$ cat src/sv/sorted_priority_queue_defines.svh
// assertion macros for the sorted priority queue
`ifndef SORTED_PRIORITY_QUEUE_DEFINES_SVH
`define SORTED_PRIORITY_QUEUE_DEFINES_SVH

`ifndef SYNTHESIS
// check sampled on clk, switched off while rst_n is low
`define SPQ_ASSERT(lbl, prop, msg) \
  lbl: assert property (@(posedge clk) disable iff (!rst_n) prop) else $error(msg);
// check sampled on clk, also active during reset
`define SPQ_ASSERT_ALWAYS(lbl, prop, msg) \
  lbl: assert property (@(posedge clk) prop) else $error(msg);
`else
`define SPQ_ASSERT(lbl, prop, msg)
`define SPQ_ASSERT_ALWAYS(lbl, prop, msg)
`endif

`endif

$ cat src/sv/spq_pkg.sv
// shared types and constants of the sorted priority queue
`default_nettype none

package spq_pkg;

  localparam int QUEUE_DEPTH = 16;
  localparam int DATA_W      = 32;
  localparam int PRI_W       = 16;
  localparam int OCC_W       = 5;
  localparam int CNT_W       = $clog2(QUEUE_DEPTH + 1);

  typedef enum logic [1:0] {
    REQ_ENQ = 2'd0,
    REQ_DEQ = 2'd1,
    REQ_CLR = 2'd2,
    REQ_QRY = 2'd3
  } req_t;

  typedef enum logic [1:0] {
    ST_OK    = 2'd0,
    ST_FULL  = 2'd1,
    ST_EMPTY = 2'd2
  } status_t;

  // commands from controller to datapath
  typedef struct packed {
    logic load;
    logic exec;
  } ctl_t;

endpackage

`default_nettype wire

$ cat src/sv/spq_ifs.sv
// request and result channel interfaces
`default_nettype none

interface spq_in_if;
  import spq_pkg::*;
  logic                     valid;
  logic                     ready;
  req_t                     req_type;
  logic signed [DATA_W-1:0] in_data;
  logic signed [PRI_W-1:0]  in_priority;

  modport source (output valid, output req_type, output in_data, output in_priority,
                  input ready);
  modport sink   (input valid, input req_type, input in_data, input in_priority,
                  output ready);
endinterface

interface spq_out_if;
  import spq_pkg::*;
  logic                     valid;
  logic                     ready;
  logic signed [DATA_W-1:0] item_data;
  logic signed [PRI_W-1:0]  item_priority;
  logic                     item_valid;
  status_t                  status;
  logic [OCC_W-1:0]         occupancy;
  logic                     is_empty;
  logic                     is_full;

  modport source (output valid, output item_data, output item_priority,
                  output item_valid, output status, output occupancy,
                  output is_empty, output is_full, input ready);
  modport sink   (input valid, input item_data, input item_priority,
                  input item_valid, input status, input occupancy,
                  input is_empty, input is_full, output ready);
endinterface

`default_nettype wire

$ cat src/sv/spq_ctrl.sv
// request sequencing: accept, execute, hold result until taken
`default_nettype none

module spq_ctrl (
  input  wire logic         clk,
  input  wire logic         rst_n,
  input  wire logic         in_valid,
  output logic              in_ready,
  output logic              out_valid,
  input  wire logic         out_ready,
  output spq_pkg::ctl_t     ctl
);
  import spq_pkg::*;

  typedef enum logic {
    S_IDLE,
    S_EXEC
  } state_t;

  state_t state_r;
  logic   out_valid_r;

  // take a request once the result slot is free or being emptied
  assign in_ready  = (state_r == S_IDLE) && (!out_valid_r || out_ready);
  assign ctl.load  = in_valid && in_ready;
  assign ctl.exec  = (state_r == S_EXEC);
  assign out_valid = out_valid_r;

  // state and result valid flag
  always_ff @(posedge clk) begin
    if (!rst_n) begin
      state_r     <= S_IDLE;
      out_valid_r <= 1'b0;
    end else begin
      case (state_r)
        S_IDLE: begin
          if (out_ready) begin
            out_valid_r <= 1'b0;
          end
          if (in_valid && in_ready) begin
            state_r <= S_EXEC;
          end
        end
        S_EXEC: begin
          out_valid_r <= 1'b1;
          state_r     <= S_IDLE;
        end
        default: begin
          state_r     <= S_IDLE;
          out_valid_r <= 1'b0;
        end
      endcase
    end
  end

endmodule

`default_nettype wire

$ cat src/sv/spq_dpath.sv
// sorted entry row with parallel compare, shift and result registers
`default_nettype none

module spq_dpath (
  input  wire logic                              clk,
  input  wire logic                              rst_n,
  input  wire spq_pkg::ctl_t                     ctl,
  input  wire spq_pkg::req_t                     req_type,
  input  wire logic signed [spq_pkg::DATA_W-1:0] in_data,
  input  wire logic signed [spq_pkg::PRI_W-1:0]  in_priority,
  output logic signed [spq_pkg::DATA_W-1:0]      item_data,
  output logic signed [spq_pkg::PRI_W-1:0]       item_priority,
  output logic                                   item_valid,
  output spq_pkg::status_t                       status,
  output logic [spq_pkg::OCC_W-1:0]              occupancy,
  output logic                                   is_empty,
  output logic                                   is_full
);
  import spq_pkg::*;

  // latched request
  req_t                     req_r;
  logic signed [DATA_W-1:0] dat_r;
  logic signed [PRI_W-1:0]  pri_r;

  // entry row, slot 0 is the front
  logic signed [DATA_W-1:0] ent_dat_r   [QUEUE_DEPTH];
  logic signed [PRI_W-1:0]  ent_pri_r   [QUEUE_DEPTH];
  logic signed [DATA_W-1:0] ent_dat_nxt [QUEUE_DEPTH];
  logic signed [PRI_W-1:0]  ent_pri_nxt [QUEUE_DEPTH];
  logic [CNT_W-1:0]         count_r;
  logic [CNT_W-1:0]         count_nxt;

  // result registers
  logic signed [DATA_W-1:0] res_dat_r, res_dat_nxt;
  logic signed [PRI_W-1:0]  res_pri_r, res_pri_nxt;
  logic                     res_vld_r, res_vld_nxt;
  status_t                  res_st_r, res_st_nxt;

  logic [QUEUE_DEPTH-1:0]   shift;
  logic                     cnt_full;
  logic                     cnt_zero;
  logic                     do_enq;
  logic                     do_deq;

  assign cnt_full = (count_r == CNT_W'(QUEUE_DEPTH));
  assign cnt_zero = (count_r == '0);
  assign do_enq   = ctl.exec && (req_r == REQ_ENQ) && !cnt_full;
  assign do_deq   = ctl.exec && (req_r == REQ_DEQ) && !cnt_zero;

  // per slot: compare with new priority and pick the next contents
  for (genvar g = 0; g < QUEUE_DEPTH; g++) begin : g_slot
    logic                     prev_shift;
    logic signed [DATA_W-1:0] prev_dat, next_dat;
    logic signed [PRI_W-1:0]  prev_pri, next_pri;

    // an entry moves back when the new item outranks it
    assign shift[g] = (CNT_W'(g) < count_r) && (pri_r > ent_pri_r[g]);

    if (g == 0) begin : g_head
      assign prev_shift = 1'b0;
      assign prev_dat   = ent_dat_r[g];
      assign prev_pri   = ent_pri_r[g];
    end else begin : g_body
      assign prev_shift = shift[g-1];
      assign prev_dat   = ent_dat_r[g-1];
      assign prev_pri   = ent_pri_r[g-1];
    end

    if (g == QUEUE_DEPTH - 1) begin : g_tail
      assign next_dat = ent_dat_r[g];
      assign next_pri = ent_pri_r[g];
    end else begin : g_mid
      assign next_dat = ent_dat_r[g+1];
      assign next_pri = ent_pri_r[g+1];
    end

    always_comb begin
      ent_dat_nxt[g] = ent_dat_r[g];
      ent_pri_nxt[g] = ent_pri_r[g];
      if (do_enq) begin
        if (prev_shift) begin
          ent_dat_nxt[g] = prev_dat;
          ent_pri_nxt[g] = prev_pri;
        end else if (shift[g] || (CNT_W'(g) == count_r)) begin
          ent_dat_nxt[g] = dat_r;
          ent_pri_nxt[g] = pri_r;
        end
      end else if (do_deq) begin
        ent_dat_nxt[g] = next_dat;
        ent_pri_nxt[g] = next_pri;
      end
    end
  end

  // next count and the reported item
  always_comb begin
    count_nxt   = count_r;
    res_st_nxt  = ST_OK;
    res_vld_nxt = !cnt_zero;
    res_dat_nxt = ent_dat_r[0];
    res_pri_nxt = ent_pri_r[0];
    case (req_r)
      REQ_ENQ: begin
        if (cnt_full) begin
          res_st_nxt = ST_FULL;
        end else begin
          count_nxt   = count_r + CNT_W'(1);
          res_vld_nxt = 1'b1;
          if (cnt_zero || shift[0]) begin
            res_dat_nxt = dat_r;
            res_pri_nxt = pri_r;
          end
        end
      end
      REQ_DEQ: begin
        if (cnt_zero) begin
          res_st_nxt = ST_EMPTY;
        end else begin
          count_nxt = count_r - CNT_W'(1);
        end
      end
      REQ_CLR: begin
        count_nxt   = '0;
        res_vld_nxt = 1'b0;
      end
      REQ_QRY: begin
        count_nxt = count_r;
      end
      default: begin
        count_nxt = count_r;
      end
    endcase
    // no entry to report: zero the fields
    if (!res_vld_nxt) begin
      res_dat_nxt = '0;
      res_pri_nxt = '0;
    end
  end

  // request capture
  always_ff @(posedge clk) begin
    if (ctl.load) begin
      req_r <= req_type;
      dat_r <= in_data;
      pri_r <= in_priority;
    end
  end

  // entry row update
  always_ff @(posedge clk) begin
    if (do_enq || do_deq) begin
      for (int i = 0; i < QUEUE_DEPTH; i++) begin
        ent_dat_r[i] <= ent_dat_nxt[i];
        ent_pri_r[i] <= ent_pri_nxt[i];
      end
    end
  end

  // occupancy count
  always_ff @(posedge clk) begin
    if (!rst_n) begin
      count_r <= '0;
    end else if (ctl.exec) begin
      count_r <= count_nxt;
    end
  end

  // result capture
  always_ff @(posedge clk) begin
    if (ctl.exec) begin
      res_dat_r <= res_dat_nxt;
      res_pri_r <= res_pri_nxt;
      res_vld_r <= res_vld_nxt;
      res_st_r  <= res_st_nxt;
    end
  end

  assign item_data     = res_dat_r;
  assign item_priority = res_pri_r;
  assign item_valid    = res_vld_r;
  assign status        = res_st_r;
  assign occupancy     = OCC_W'(count_r);
  assign is_empty      = (count_r == '0);
  assign is_full       = (count_r == CNT_W'(QUEUE_DEPTH));

endmodule

`default_nettype wire

$ cat src/sv/sorted_priority_queue.sv
// sorted priority queue: 16 entries, highest priority at the front, ties kept in order
// result path: an accepted request is latched, executed in S_EXEC, then registered and offered until taken
// one request at a time: no new request is taken while one executes, set by the single request register
//   of the accept/execute sequencer; a waiting result blocks the next accept unless it is taken in the same cycle
// reset: synchronous active-low rst_n clears the sequencer, result valid and entry count;
//   entry storage is not cleared and is only read below the count
`default_nettype none

`include "sorted_priority_queue_defines.svh"

module sorted_priority_queue (
  input  wire logic clk,
  input  wire logic rst_n,
  spq_in_if.sink    in_ch,
  spq_out_if.source out_ch
);
  import spq_pkg::*;

  ctl_t ctl;

  // sequencer
  spq_ctrl u_ctrl (
    .clk       (clk),
    .rst_n     (rst_n),
    .in_valid  (in_ch.valid),
    .in_ready  (in_ch.ready),
    .out_valid (out_ch.valid),
    .out_ready (out_ch.ready),
    .ctl       (ctl)
  );

  // entry row and result registers
  spq_dpath u_dpath (
    .clk           (clk),
    .rst_n         (rst_n),
    .ctl           (ctl),
    .req_type      (in_ch.req_type),
    .in_data       (in_ch.in_data),
    .in_priority   (in_ch.in_priority),
    .item_data     (out_ch.item_data),
    .item_priority (out_ch.item_priority),
    .item_valid    (out_ch.item_valid),
    .status        (out_ch.status),
    .occupancy     (out_ch.occupancy),
    .is_empty      (out_ch.is_empty),
    .is_full       (out_ch.is_full)
  );

  // one item in flight at a time
  `SPQ_ASSERT(a_one_in_flight, in_ch.valid && in_ch.ready |=> !in_ch.ready, "second item accepted while busy")
  // every accepted item is followed by a valid result
  `SPQ_ASSERT(a_result_follows, in_ch.valid && in_ch.ready |-> ##2 out_ch.valid, "result missing after accept")
  // an empty queue reports no entry unless a dequeue removed one
  `SPQ_ASSERT(a_empty_no_item, out_ch.valid && out_ch.is_empty && out_ch.status != ST_OK |-> !out_ch.item_valid, "item reported from empty queue")
  // no entry means zeroed fields
  `SPQ_ASSERT(a_invalid_zero, out_ch.valid && !out_ch.item_valid |-> out_ch.item_data == 0 && out_ch.item_priority == 0, "invalid item not zeroed")
  // no result shown straight out of reset
  `SPQ_ASSERT_ALWAYS(a_reset_idle, !$past(rst_n) |-> !out_ch.valid, "result valid after reset")

endmodule

`default_nettype wire

$ cat src/flat_wrapper.sv
// flat-port wrapper written by rule: the top's interface ports become plain ports
module sorted_priority_queue_flat import spq_pkg::*;
  (clk, rst_n, in_ch_valid, in_ch_req_type, in_ch_in_data, in_ch_in_priority, in_ch_ready, out_ch_valid, out_ch_item_data, out_ch_item_priority, out_ch_item_valid, out_ch_status, out_ch_occupancy, out_ch_is_empty, out_ch_is_full, out_ch_ready);
  spq_in_if in_ch_i ();
  spq_out_if out_ch_i ();
  input  wire logic clk;
  input  wire logic rst_n;
  input wire logic [$bits(in_ch_i.valid)-1:0] in_ch_valid;
  input wire logic [$bits(in_ch_i.req_type)-1:0] in_ch_req_type;
  input wire logic [$bits(in_ch_i.in_data)-1:0] in_ch_in_data;
  input wire logic [$bits(in_ch_i.in_priority)-1:0] in_ch_in_priority;
  output wire logic [$bits(in_ch_i.ready)-1:0] in_ch_ready;
  output wire logic [$bits(out_ch_i.valid)-1:0] out_ch_valid;
  output wire logic [$bits(out_ch_i.item_data)-1:0] out_ch_item_data;
  output wire logic [$bits(out_ch_i.item_priority)-1:0] out_ch_item_priority;
  output wire logic [$bits(out_ch_i.item_valid)-1:0] out_ch_item_valid;
  output wire logic [$bits(out_ch_i.status)-1:0] out_ch_status;
  output wire logic [$bits(out_ch_i.occupancy)-1:0] out_ch_occupancy;
  output wire logic [$bits(out_ch_i.is_empty)-1:0] out_ch_is_empty;
  output wire logic [$bits(out_ch_i.is_full)-1:0] out_ch_is_full;
  input wire logic [$bits(out_ch_i.ready)-1:0] out_ch_ready;
  assign in_ch_i.valid = in_ch_valid;
  assign in_ch_i.req_type = in_ch_req_type;
  assign in_ch_i.in_data = in_ch_in_data;
  assign in_ch_i.in_priority = in_ch_in_priority;
  assign in_ch_ready = in_ch_i.ready;
  assign out_ch_valid = out_ch_i.valid;
  assign out_ch_item_data = out_ch_i.item_data;
  assign out_ch_item_priority = out_ch_i.item_priority;
  assign out_ch_item_valid = out_ch_i.item_valid;
  assign out_ch_status = out_ch_i.status;
  assign out_ch_occupancy = out_ch_i.occupancy;
  assign out_ch_is_empty = out_ch_i.is_empty;
  assign out_ch_is_full = out_ch_i.is_full;
  assign out_ch_i.ready = out_ch_ready;
  sorted_priority_queue u_core (.clk(clk), .rst_n(rst_n), .in_ch(in_ch_i), .out_ch(out_ch_i));
endmodule
$ cat config.mk
export PLATFORM = sky130hd
export DESIGN_NAME = sorted_priority_queue_flat
export DESIGN_NICKNAME = d
export VERILOG_FILES = /design/src/sv/spq_pkg.sv /design/src/sv/spq_ifs.sv /design/src/sv/spq_ctrl.sv /design/src/sv/spq_dpath.sv /design/src/sv/sorted_priority_queue.sv /design/src/flat_wrapper.sv
export VERILOG_INCLUDE_DIRS = /design/src /design/src/sv
export SDC_FILE = /design/constraint.sdc
export NUM_CORES = 2
export LEC_CHECK = 0
export BUFFER_PORTS_ARGS = -buffer_cell sky130_fd_sc_hd__buf_2
export CAP_MARGIN = 20
export CORE_MARGIN = 2
export CORE_UTILIZATION = 40
export DETAILED_ROUTE_END_ITERATION = 8
export PLACE_DENSITY = 0.55
export SYNTH_ARGS = -nofsm -noshare
export SYNTH_HDL_FRONTEND = slang
export SYNTH_SLANG_ARGS = --single-unit
$ cat constraint.sdc
create_clock -name clk -period 8.2 [get_ports clk]
set_clock_uncertainty 0.15 [all_clocks]
set_input_delay 0.41 -clock clk [delete_from_list [all_inputs] [get_ports clk]]
set_output_delay 0.41 -clock clk [all_outputs]
set_load 0.1 [all_outputs]
* Word-level counts from Yosys, hierarchy flattened
Memories as Yosys holds them, arrays and structs flattened.
Cells that the tools add are included.
** Storage, ports and cells
- Flip-flop bits (word level) :: 108
- RAM bits :: 768
- Word-level logic and storage cells :: 258
- Memories :: 2
** Operators by class
- Add/sub/neg operators :: 2
- Order comparisons :: 32
- Equality and inequality tests :: 22
- Multiplexer cells :: 142
- Bitwise operators :: 2
- Reduce and logical (&&, ||, !) cells :: 46
** Memories
- u_core.u_dpath.ent_dat_r :: words 16, width 32, rd ports 16, clocked after memory_dff 0, write ports 16, line spq_dpath.sv:27 : logic signed [DATA_W-1:0] ent_dat_r [QUEUE_DEPTH];
- u_core.u_dpath.ent_pri_r :: words 16, width 16, rd ports 16, clocked after memory_dff 0, write ports 16, line spq_dpath.sv:28 : logic signed [PRI_W-1:0] ent_pri_r [QUEUE_DEPTH];
** Operators with widths (count)
- 32-bit two-way mux :: 64
- 16-bit two-way mux :: 64
- 16-bit greater-than comparator :: 16
- 4-bit by 5-bit equality test with 1-bit output, first input constant :: 8
- 4-bit by 5-bit less-than comparator with 1-bit output, first input constant :: 8
- 1-bit logical AND :: 22
- 3-bit by 5-bit equality test with 1-bit output, first input constant :: 4
- 3-bit by 5-bit less-than comparator with 1-bit output, first input constant :: 4
- 1-bit logical OR :: 18
- 5-bit case mux with 3 select lines :: 1
- 2-bit by 5-bit equality test with 1-bit output, first input constant :: 2
- 1-bit by 5-bit less-than comparator with 1-bit output, first input constant :: 2
- 2-bit by 5-bit less-than comparator with 1-bit output, first input constant :: 2
- 5-bit two-way mux :: 2
- 1-bit two-way mux :: 6
- 2-bit inequality test, second input constant :: 3
- 1-bit case mux with 2 select lines :: 3
- 5-bit by 1-bit adder with 5-bit output, second input constant :: 1
- 1-bit by 5-bit equality test with 1-bit output, first input constant :: 1
- 5-bit equality test, second input constant :: 1
- 5-bit logical NOT :: 1
- 5-bit by 1-bit subtractor with 5-bit output, second input constant :: 1
- 2-bit equality test, second input constant :: 2
- 2-bit case mux with 2 select lines :: 1
- other kinds (6) :: 9

* Longest topological paths before layout
An unclocked memory read counts as a cell.
- Depth after elaboration :: 7
- Mapped depth :: 14
- Depth with buffers taken out :: 9

* By module
A second synthesis with hierarchy kept.
** Second synthesis, totals
- Cell total of the unflattened synthesis :: 4634
- Area total of the unflattened synthesis :: 48460.2 µm²
** By module, submodules not included
- spq_dpath :: instances 1, cells an instance 4626, area an instance 48363.9 µm², seq. area each 26195.1 µm²
- spq_ctrl :: instances 1, cells an instance 8, area an instance 96.3 µm², seq. area each 40.0 µm²

* Worst setup path before layout
OpenSTA, ideal clock, no wires.
- Path type :: reg2reg
- Start point :: register u_core.u_dpath.count_r[1], in the netlist u_core.u_dpath.occupancy[1]
- End point :: memory u_core.u_dpath.ent_dat_r[2][0], in the netlist u_core.u_dpath.ent_dat_r[0][64], enable pin
- Library setup time :: 482 ps
- Arrival :: 6002 ps
- Slack :: 1566 ps
- Cell stages (with the launch flop) :: 12
- Buffers on the path :: 4
- Period minus slack after synthesis :: 6634 ps
- Cells stage by stage :: dfxtp_1 > buf_2 > inv_1 > ha_1 > and3_1 > nor2b_1 > nand2_1 > buf_2 > clkbuf_1 > buf_2 > nor2_1 > a31oi_1
** RTL lines
- start, declared :: line spq_dpath.sv:31 : logic [CNT_W-1:0] count_r;
- start signal, assigned :: line spq_dpath.sv:165 : count_r <= count_nxt;
- end, declared :: line spq_dpath.sv:27

==> results.md <==
- The run finished with clean final reports.
- The launching point of the worst reg2reg path is u_core.u_dpath.occupancy[1]$_SDFFE_PN0P_.
- The post-synthesis average cell area is approximately 11 µm².
- The synthesized netlist contains 63 unique library cells.
- The type of the setup path with the least slack is reg -> reg.
- The average via count per standard cell is 5.74.
- The final total negative setup slack is 0 ps.
- In this run, synthesis inferred approximately 870 flip-flops with an integrated enable.
- Headroom to the max-slew limit came out at about 28%.
- The number of global-route vias before repair came to approximately 37,000.
- The final count of pins violating max slew is 0.
- Summing all multi-input logic gate instances after layout gives between 20,000 and 25,000 µm².
- Gates resized during post-CTS repair numbered 0.
- The first global-routing pass estimated 213 mm of wire.
- In the global route stage, met1 resource usage came out at 27.9%.
- The leading register cell type out of synthesis is edfxtp_1.
- In this run the tool buffered the top-level ports with around 110 buffer cells.
- The most congested layer reported by global routing is met2.
- The class of the tightest hold or removal check is in -> reg.
- The number of sinks driven by the clock tree is 876.
- Synthesis produced approximately 4,600 cells.
- Setup repair after global routing left no endpoint under its margin.
- The total number of vias is 35,800.
- Buffers added to address setup during post-CTS repair amount to 0.
- Among all stages on the critical path, the largest delay is contributed by buf_4.
- The number of clock buffers added by TritonCTS is 98.
- The launch instance of the worst min-delay path is in_ch_in_data[13].
- The max capacitance violation total is 0.
- The worst register-to-register path ends at u_core.u_dpath.ent_dat_r[1][82]$_DFFE_PP_.
- The die is between 300 and 400 µm tall.
- Sequential elements use 53.3% of the synthesized area.
- Fill cells in the final layout number about 12,000.
- The antenna diode count is 0.
- The worst hold path passes through 2 cells.
- The largest stage delay on the critical path is 910 ps.
- The floorplan step defined a die boundary enclosing 126,000 µm².
- The global routing usage summed across all routing layers is between 20% and 30%.
- The number of antenna violations at the first check in global routing is 0.
- The final period utilization is between 60% and 70%.
- Once layout is complete, the utilization of the core stands at a little under half.
- The number of cells on the worst reg-to-reg path is 8.
- The final weighted congestion in routability-driven placement is slightly below 0.9.
- The number of warning messages in the yosys log is 0.
- TritonCTS built the clock tree.
- After layout, the design draws a total of ~11 mW.
- The number of buffers inserted by hold repair at cts is 55.
- The area added between synthesis and finish is 11.6%.
- Of the cells placed in the final design, the portion with a size suffix greater than 1 is a little under a tenth.
- The worst hold path terminates at u_core.u_dpath.dat_r[13]$_DFFE_PP_.
- At the pin with the least slew margin, the transition time is ~1100 ps.
- The static leakage is 22.9 nW.
- The count of final setup violators is 0.
- The clock tree synthesis step divided the H-tree into 3 levels.
- After clock tree synthesis, the clock-pin slew on the worst setup and hold paths is around 60 ps.
- The synthesized area is about 49,000 µm².
- In the routed design, unresolved DRC markers number 0.
- Row generation in the floorplan step produced 128 rows.
- In this run the register-to-register setup slack is approximately 3100 ps.
- Counting every net in the synthesized netlist gives between 4,000 and 5,000.
- In this run the standard cell core region covers roughly 120,000 µm².
- Traced cell by cell, the critical path runs through inv_1 -> ha_1 -> and3_1 -> nor2b_4 -> nand2_4 -> buf_4 -> buf_12 -> o21ai_0.
- The largest net degree at the start of global routing is approximately 260.
- The width of the die is 355 µm.
- Before antenna repair, the detailed router went through 5 iterations.
- In this run, the number of DRC markers left after iteration 0 of detailed routing was 2,858.
- The met3 usage in global routing is about 2.6%.
- The worst-case vdd ir drop is roughly 0.00017 V.
- The final layout contains routed wiring with a total length of 138 mm.
- The synthesized design contains just under 900 register bits.
- The kind of capture point of the worst setup path is a register.
- In the final routed layout, each cell accounts on average for about 22 µm.
- For this configuration, the core starts out at a cell density of around 40%.
- The clock root buffer is clkbuf_16.
- At the worst endpoint, the required time is 8460 ps.
- The proportion of synthesized flip-flops having asynchronous set or reset is 0%.
- The remaining global-route overflow is 0.
- Summed over all nets, the half-perimeter wirelength after detailed placement is approximately 93 mm.
- The worst path needs between 5000 and 6000 ps of the cycle, external delays included.
- In the global route stage, met2 resource usage came out at a little under two fifths.
- The boundary pin count is approximately 110.
- The number of nets with antenna violations after routing is 0.
- Data on the critical path arrives at its endpoint at roughly 5400 ps.
- The total area of sequential cells is around 26,000 µm².
- The power density of the placed cells is 195 nW/µm².
- The number of hold violations in the final report is 0.
- Counting along the longest clock path gives a buffer depth of 3.
- STA classifies the critical path startpoint as a register.
- After the last flow step, the layout net total stands at about 4,800.
- The clock network latency to the later pin of the worst-skew pair is between 700 and 800 ps.
- Of all nets on the critical path, the largest fanout is around 260.
- The upper clock frequency limit is 196 MHz.
==> final cells by class <==
class	count	share of cell area, %
sequential	876	47.8
inverter	263	1.80
multi-input combinational	3044	37.8
clock buffer	119	4.70
tap	1625	3.70
timing repair buffer	240	3.13
clock inverter	65	1.13
==> cells in the mapped netlist (14+ instances only) <==
| cell type | number | area (µm²) |
|---|---|---|
| nand3_1 | 103 | 515 |
| nand2_1 | 586 | 2200 |
| clkbuf_1 | 250 | 938 |
| o211ai_1 | 18 | 135 |
| nand4_1 | 51 | 319 |
| buf_1 | 30 | 113 |
| ha_1 | 265 | 3320 |
| mux2_2 | 49 | 552 |
| buf_2 | 100 | 500 |
| a21o_1 | 22 | 165 |
| a21boi_0 | 14 | 105 |
| edfxtp_1 | 869 | 26100 |
| a22oi_1 | 32 | 240 |
| a31oi_1 | 14 | 87.6 |
| o21ai_0 | 450 | 2250 |
| nor3_1 | 167 | 836 |
| nor2b_1 | 20 | 125 |
| and3_1 | 20 | 125 |
| a21oi_1 | 310 | 1550 |
| a221o_1 | 150 | 1500 |
| inv_1 | 263 | 987 |
| mux2i_1 | 444 | 4440 |
| nor2_1 | 166 | 623 |
| o221ai_1 | 35 | 307 |
==> placed cells by master, fill, tap and decap left out, types with 10 or more instances in the layout <==
master,count
a211oi_1,13
a21boi_0,14
a21o_1,22
a21oi_1,308
a221o_1,150
a22oi_1,32
and3_1,19
buf_2,113
buf_4,67
clkbuf_1,18
clkbuf_16,100
clkinv_1,26
clkinv_2,22
dlygate4sd3_1,55
edfxtp_1,869
ha_1,265
inv_1,262
mux2_2,49
mux2i_1,441
nand2_1,585
nand2b_1,11
nand3_1,102
nand4_1,51
nor2_1,166
nor2b_1,19
nor3_1,166
o211ai_1,18
o21a_1,10
o21ai_0,444
o221ai_1,35
==> routing by layer <==
| metal | vias up | wire [µm] |
|---|---|---|
| li1 | 16900 | - |
| met1 | 18100 | 60600 |
| met2 | 638 | 70000 |
| met3 | 172 | 4660 |
| met4 | 0 | 2970 |
| met5 | - | 0 |
==> per-stage QoR <==
step	hold slack [ps]	setup WS [ps]	std cells	area, µm²
after CTS	207	3200	6232	54900
after global routing	225	2780	6232	54900
final	254	3090	6232	54900
after detailed placement	361	3190	5993	51200
after floorplan	346	1570	4572	49200
after global placement	348	3190	5993	51200
==> report_power, final <==
part / switching, mW / internal [mW] / total, mW
combinational: 0.712 / 0.359 / 1.07
sequential: 0.126 / 5.06 / 5.18
clock: 1.94 / 2.54 / 4.48
total: 2.78 / 7.95 / 10.7
==> cells by family (layout without fill, tap and decap cells) <==
family / count (synthesis) / after routing / share of synthesized area, %
xor+xnor: 1 / 1 / 0.0178
flops: 876 / 876 / 53.3
simple gates: 1163 / 1163 / 10.4
buf+inv: 652 / 687 / 5.34
fa+ha+maj: 265 / 265 / 6.74
mux: 493 / 493 / 10.1
compound gates: 1122 / 1122 / 14.1
==> worst max-delay path, delay by kind of cell, from the launching register on <==
kind	cells	cell delay (ps)
AOI/OAI and AO/OA	1	260
DFF	1	550
and+or+nand+nor	3	1310
buffers and inverters	3	1900
adders and majority gates	1	340
==> worst max-delay path by stage <==
stage / from / cells after the start / end / slack [ps]
final: u_core.u_dpath.occupancy[1]$_SDFFE_PN0P_ / 8 / u_core.u_dpath.ent_dat_r[1][82]$_DFFE_PP_ / 3090
after global routing: u_core.u_dpath.occupancy[0]$_SDFFE_PN0P_ / 8 / u_core.u_dpath.ent_dat_r[1][49]$_DFFE_PP_ / 2780
after CTS: u_core.u_dpath.occupancy[0]$_SDFFE_PN0P_ / 8 / u_core.u_dpath.ent_dat_r[1][50]$_DFFE_PP_ / 3200
after detailed placement: u_core.u_dpath.occupancy[0]$_SDFFE_PN0P_ / 8 / u_core.u_dpath.ent_dat_r[1][166]$_DFFE_PP_ / 3190
after global placement: u_core.u_dpath.occupancy[0]$_SDFFE_PN0P_ / 8 / u_core.u_dpath.ent_dat_r[1][50]$_DFFE_PP_ / 3190
after floorplan: u_core.u_dpath.occupancy[1]$_SDFFE_PN0P_ / 11 / u_core.u_dpath.ent_dat_r[0][64]$_DFFE_PP_ / 1570
==> state kept, by name (all words and copies together), names as in the netlist <==
| register | flops |
|---|---|
| u_core.u_dpath.status | 2 |
| u_core.u_dpath.req_r | 2 |
| u_core.u_ctrl.out_valid | 1 |
| u_core.u_dpath.item_valid | 1 |
| u_core.u_dpath.ent_pri_r | 256 |
| u_core.u_dpath.ent_dat_r | 512 |
| u_core.u_dpath.pri_r | 16 |
| u_core.u_dpath.occupancy | 5 |
| u_core.u_dpath.dat_r | 32 |
| u_core.u_dpath.item_data | 32 |
| u_core.u_dpath.item_priority | 16 |
| u_core.u_ctrl.state_r | 1 |
Note: power is estimated with default switching activity, not from simulation.
